$ cat config.mk
export PLATFORM = sky130hd
export DESIGN_NAME = bfsp_ctrl
export DESIGN_NICKNAME = d
export VERILOG_FILES = /design/src/rtl/core/bfsp_pkg.sv /design/src/rtl/core/bfsp_ctrl.sv
export SDC_FILE = /design/constraint.sdc
export NUM_CORES = 1
export LEC_CHECK = 0
export BUFFER_PORTS_ARGS = -buffer_cell sky130_fd_sc_hd__buf_2
export CAP_MARGIN = 20
export CELL_PAD_IN_SITES_DETAIL_PLACEMENT = 0
export CELL_PAD_IN_SITES_GLOBAL_PLACEMENT = 1
export CORE_AREA = 2 2 39 41
export CTS_BUF_LIST = sky130_fd_sc_hd__clkbuf_8
export DETAILED_ROUTE_END_ITERATION = 10
export DIE_AREA = 0 0 41 43
export PLACE_DENSITY_LB_ADDON = 0.12
export SYNTH_ARGS = -nofsm -noshare
export SYNTH_HDL_FRONTEND = slang
export SYNTH_SLANG_ARGS = --single-unit
export TNS_END_PERCENT = 5
$ cat constraint.sdc
create_clock -name clk -period 3.7 [get_ports clk]
set_input_delay 0.37 -clock clk [delete_from_list [all_inputs] [get_ports clk]]
set_output_delay 0.37 -clock clk [all_outputs]
set_load 0.02 [all_outputs]
$ cat src/rtl/core/bfsp_pkg.sv
// Shared types and constants for the shortest path engine.
// Holds the item structs, command codes and controller/datapath signal groups.
// No dependencies.
package bfsp_pkg;

    localparam int CMD_W       = 2;
    localparam int VTX_W       = 6;
    localparam int WEIGHT_IN_W = 16;
    localparam int DIST_W      = 24;
    localparam int CFG_W       = 7;

    localparam logic [CFG_W-1:0] CFG_RESET = 7'd16;

    localparam int DIST_MAX = 8388607;
    localparam int DIST_MIN = -8388608;

    localparam logic [CMD_W-1:0] CMD_CLEAR = 2'd0;
    localparam logic [CMD_W-1:0] CMD_ADD   = 2'd1;
    localparam logic [CMD_W-1:0] CMD_RUN   = 2'd2;

    typedef struct packed {
        logic [CMD_W-1:0]       command;
        logic [VTX_W-1:0]       source_vertex;
        logic [VTX_W-1:0]       target_vertex;
        logic [WEIGHT_IN_W-1:0] edge_weight;
        logic [VTX_W-1:0]       start_vertex;
    } bfsp_in_t;

    typedef struct packed {
        logic [VTX_W-1:0]         vertex;
        logic signed [DIST_W-1:0] distance;
        logic                     reached;
        logic                     last;
    } bfsp_out_t;

    typedef struct packed {
        logic clear_edges;
        logic load_edge;
        logic run_begin;
        logic init_write;
        logic relax_sum;
        logic relax_write;
        logic out_read;
        logic out_emit;
    } bfsp_cmd_t;

    typedef struct packed {
        logic vtx_last;
        logic edge_last;
        logic pass_last;
        logic no_relax;
    } bfsp_status_t;

endpackage

$ cat src/rtl/core/bfsp_ctrl.sv
// Controller state machine for the shortest path engine.
// Sequences edge loading, distance initialization, relaxation and readout.
// Depends on bfsp_pkg.
module bfsp_ctrl (
    input  logic                   clk,
    input  logic                   rst_n,
    input  logic                   start,
    input  logic [1:0]             command,
    input  bfsp_pkg::bfsp_status_t status,
    output bfsp_pkg::bfsp_cmd_t    cmd,
    output logic                   busy
);

    import bfsp_pkg::*;

    localparam logic [2:0] ST_IDLE   = 3'd0;
    localparam logic [2:0] ST_INIT   = 3'd1;
    localparam logic [2:0] ST_FETCH  = 3'd2;
    localparam logic [2:0] ST_LOOK   = 3'd3;
    localparam logic [2:0] ST_SUM    = 3'd4;
    localparam logic [2:0] ST_UPDATE = 3'd5;
    localparam logic [2:0] ST_OREAD  = 3'd6;
    localparam logic [2:0] ST_OEMIT  = 3'd7;

    logic [2:0] state_reg;
    logic [2:0] state_next;

    always_ff @(posedge clk or negedge rst_n)
    begin
        if (!rst_n)
        begin
            state_reg <= ST_IDLE;
        end
        else
        begin
            state_reg <= state_next;
        end
    end

    always_comb
    begin
        state_next = state_reg;
        cmd        = '0;
        unique case (state_reg)
            ST_IDLE:
            begin
                if (start)
                begin
                    cmd.clear_edges = (command == CMD_CLEAR);
                    cmd.load_edge   = (command == CMD_ADD);
                    cmd.run_begin   = (command == CMD_RUN);
                    if (command == CMD_RUN)
                    begin
                        state_next = ST_INIT;
                    end
                end
            end
            ST_INIT:
            begin
                cmd.init_write = 1'b1;
                if (status.vtx_last)
                begin
                    state_next = status.no_relax ? ST_OREAD : ST_FETCH;
                end
            end
            ST_FETCH:
            begin
                state_next = ST_LOOK;
            end
            ST_LOOK:
            begin
                state_next = ST_SUM;
            end
            ST_SUM:
            begin
                cmd.relax_sum = 1'b1;
                state_next    = ST_UPDATE;
            end
            ST_UPDATE:
            begin
                cmd.relax_write = 1'b1;
                state_next = (status.edge_last && status.pass_last) ? ST_OREAD : ST_FETCH;
            end
            ST_OREAD:
            begin
                cmd.out_read = 1'b1;
                state_next   = ST_OEMIT;
            end
            ST_OEMIT:
            begin
                cmd.out_emit = 1'b1;
                state_next   = status.vtx_last ? ST_IDLE : ST_OREAD;
            end
            default:
            begin
                state_next = ST_IDLE;
            end
        endcase
    end

    assign busy = (state_reg != ST_IDLE);

endmodule

==> results.md <==
Status:
- The run finished with clean final reports.

Floorplan:
- From left edge to right edge, the die measures slightly above 40 microns.
- Once the floorplan was initialized, standard cells occupied between 10% and 20% of the core.
- The total area inside the core boundary comes to about 0.0014 sq mm.
- The number of top-level pins is 18.
- The die covers 0.00176 sq mm.
- The total number of placement rows is 14.
- The die is approximately 43 microns tall.

Cells and area:
- The final instance area is 392 sq um.
- The share of cells above drive strength 1 is about 46%.
- Counting the fill cells in the layout gives 160.
- Cells fill between 20% and 30% of the core in the end.
- The flip-flop count of the largest register after layout is 3.
- The number of antenna repair diodes is 0.
- The number of nets in the finished design is 60.
- The final standard cell count with taps included and fillers excluded is 66.
- The layout overhead on the synthesized area is 54.2%.

Critical path:
- Together, buffers and inverters on the worst path number 1.
- The element type at the critical path start is a flop.
- The critical path data arrival time is about 1600 ps.
- STA classifies the critical path endpoint as an output port.
- The start-to-end type of the worst setup path is flop to output port.
- The worst-path maximum fanout is 9.
- Among all stages on the critical path, the largest delay is contributed by sky130_fd_sc_hd__or4b_4.
- The critical path goes through or4b_4 -> nor3b_2 -> buf_2.
- At the worst endpoint, the required time is roughly 3300 ps.
- In this design, the stage delay of the slowest critical-path cell is ~600 ps.
- Grouping stages by cell kind, the critical path spends the most delay in simple AND/OR/NAND/NOR gates.

CTS:
- Clock tree synthesis found a total of 3 sinks.
- The number of setup buffers added after CTS is 0.
- The TritonCTS clock tree is built.
- The clock-pin slew of the registers on the worst-case setup and hold paths is 30 ps.
- Clock tree synthesis inserted a total of 3 buffers.
- The buffer type at the clock tree root is sky130_fd_sc_hd__clkbuf_8.
- Buffers inserted to repair hold after CTS numbered 1.
- In this run the deepest clock path goes through 2 buffers.
- The insertion delay to the later sink of the worst-skew pair is approximately 210 ps.
- The depth of the CTS H-tree is 1.
- Gates resized during post-CTS repair numbered 0.

Power and ir drop:
- The power density normalized to cell area is approximately 850 mW/mm^2.
- Summed over all cells, the static leakage comes to 0.193 nW.
- IR analysis of the VDD net gives a maximum drop of about 0.00027 V.
- The sum of internal, switching and leakage power is between 0.3 and 0.4 mW.

Timing:
- The final critical-path setup slack is 1700 ps.
- For the pin with the worst max-slew slack, the measured transition is roughly 360 ps.
- The period utilization is a little over half.
- Setup repair after global routing left no endpoint under its margin.
- Across all hold checks on the routed design, the worst slack comes to 475 ps.
- Setup violations remaining at the end of the flow were counted as 0.
- For this run, the top clock speed supported by timing is approximately 500 MHz.
- The post-route minimum period is approximately 2000 ps.
- After routing, the total negative slack on setup checks comes to 0 ps.
- The number of max-slew violations in the final report is 0.
- The count of final hold-check violations was 0.
- The worst pin sits at a relative slew slack of between 70% and 80%.
- On the final layout, the worst clock skew is around 0.57 ps.

Drt:
- The pre-antenna-repair detailed-routing pass consisted of 4 iterations.
- The total DRC errors in the routed layout is 0.
- The final route contains 278 vias.
- The total wire length is ~680 microns.
- For this block, the initial DRC count from the detailed router was 10.
- Dividing the detail-routed via count by the number of cells gives 4.21.
- Dividing the detail-routed wire length by the instance count gives 10.2 microns.
- The number of nets with antenna violations after routing is 0.

Place:
- The cell count after placement is 61.
- The number of I/O port buffers is 17.
- The minimum setup slack after placement is 1920 ps.
- The routability congestion estimate from global placement is between 0.7 and 0.8.
- The placed instances occupy a cell area of between 300 and 400 sq um.

Yosys:
- The register area share after synthesis is approximately 30%.
- The mapped cell area is about 250 sq um.
- Synthesis produced a netlist whose cell count is 31.
- Dividing the synthesized area by the synthesized cell count gives 8.19 sq um.
- The net count after synthesis is 40.
- For this run, the number of Yosys warnings is 0.
- The post-synthesis register bit count is 3.
- The number of unique standard cell types used by synthesis is 19.

Global routing:
- The number of antenna violations at the first check in global routing is 0.
- Global routing used roughly a tenth of the available tracks across all layers.
- The via count of the first global-routing pass was 270.
- Entering global routing, the biggest net connects 13 pins.
- The global-route wire length before repair is ~1100 microns.
- After global routing the overflow that remains totals 0.

Run:
- Max-cap violations in this run came to 0.

Worst hold path:
- The path category of the worst min-delay check is input port to flop.
[metal layers]
| metal | up-vias | part of all wire (%) | GRT usage, % |
|---|---|---|---|
| met3 | 0 | 11 | 3.14 |
| met5 | - | 0 | 0 |
| met4 | 0 | 0 | 10.0 |
| met2 | 20 | 43 | 10.0 |
| met1 | 111 | 46 | 13.8 |
| li1 | 147 | - | - |
[synthesized netlist by cell type]
master                     n  area [sq um]
sky130_fd_sc_hd__buf_4     1          7.51
sky130_fd_sc_hd__nor3b_1   2          15.0
sky130_fd_sc_hd__inv_1     1          3.75
sky130_fd_sc_hd__o31ai_1   1          7.51
sky130_fd_sc_hd__a21oi_1   3          15.0
sky130_fd_sc_hd__nor3b_2   2          25.0
sky130_fd_sc_hd__o22a_1    1          8.76
sky130_fd_sc_hd__o21a_1    1          7.51
sky130_fd_sc_hd__nor3_1    1          5.00
sky130_fd_sc_hd__o211ai_1  1          7.51
sky130_fd_sc_hd__nor2_1    4          15.0
sky130_fd_sc_hd__or4b_4    1          13.8
sky130_fd_sc_hd__nand2_1   4          15.0
sky130_fd_sc_hd__nor2b_1   1          6.26
sky130_fd_sc_hd__o21ai_1   1          5.00
sky130_fd_sc_hd__buf_6     1          11.3
sky130_fd_sc_hd__clkbuf_1  1          3.75
sky130_fd_sc_hd__dfrtp_1   3          75.1
sky130_fd_sc_hd__or3_1     1          6.26
[report_power, final]
| part | internal, mW | total, mW | switching (mW) | leakage, nW |
|---|---|---|---|---|
| clock network | 0.0706 | 0.0916 | 0.0211 | 0.0269 |
| logic | 0.0643 | 0.146 | 0.0816 | 0.132 |
| registers | 0.0502 | 0.0938 | 0.0436 | 0.0346 |
| total | 0.185 | 0.331 | 0.146 | 0.193 |
[tightest hold or removal path, stage by stage]
cell	delay [ps]
sky130_fd_sc_hd__buf_2	130
sky130_fd_sc_hd__o211ai_1	80
sky130_fd_sc_hd__o21ai_1	70
[layout make-up]
class                      instances  area, sq um  share of cell area (%)
multi-input combinational         24          153                    39.0
timing repair buffer              18         95.1                    24.3
sequential                         3         75.1                    19.2
clock buffer                       3         41.3                    10.5
tap                               16         20.0                    5.11
clock inverter                     1         3.75                   0.958
inverter                           1         3.75                   0.958
[worst paths after layout]
path / startpoint / slack [ps] / end / cells after the start
hold reg to reg: state_reg[0]$_DFFE_PN0P_ / 620 / state_reg[1]$_DFFE_PN0P_ / 1
setup reg to reg: state_reg[2]$_DFFE_PN0P_ / 2520 / state_reg[0]$_DFFE_PN0P_ / 2
min in group asynchronous: rst_n / 480 / state_reg[0]$_DFFE_PN0P_ / 2
hold / removal: status[3] / 470 / state_reg[1]$_DFFE_PN0P_ / 3
setup / recovery: state_reg[2]$_DFFE_PN0P_ / 1700 / cmd[6] / 3
max in group asynchronous: rst_n / 3110 / state_reg[2]$_DFFE_PN0P_ / 2
[logic make-up after synthesis]
logic type             count (synthesis)  synth area share (%)
DFF                                    3                  29.6
AOI/OAI and AO/OA                      8                  20.2
and+or+nand+nor                       16                  39.9
buffers and inverters                  4                  10.3
[layout by cell type (no fill, tap or decap), drive strengths merged]
master,Yosys,final
or4b,1,1
o21ai,1,1
nand2,4,4
or3,1,1
o22a,1,1
dlygate4sd3,0,1
inv,1,2
clkbuf,1,3
buf,2,17
o21a,1,1
a21oi,3,3
nor2b,1,1
o211ai,1,1
o31ai,1,1
nor3,1,1
nor2,4,4
nor3b,4,4
dfrtp,3,3
Note: power is estimated with default switching activity, not from simulation.
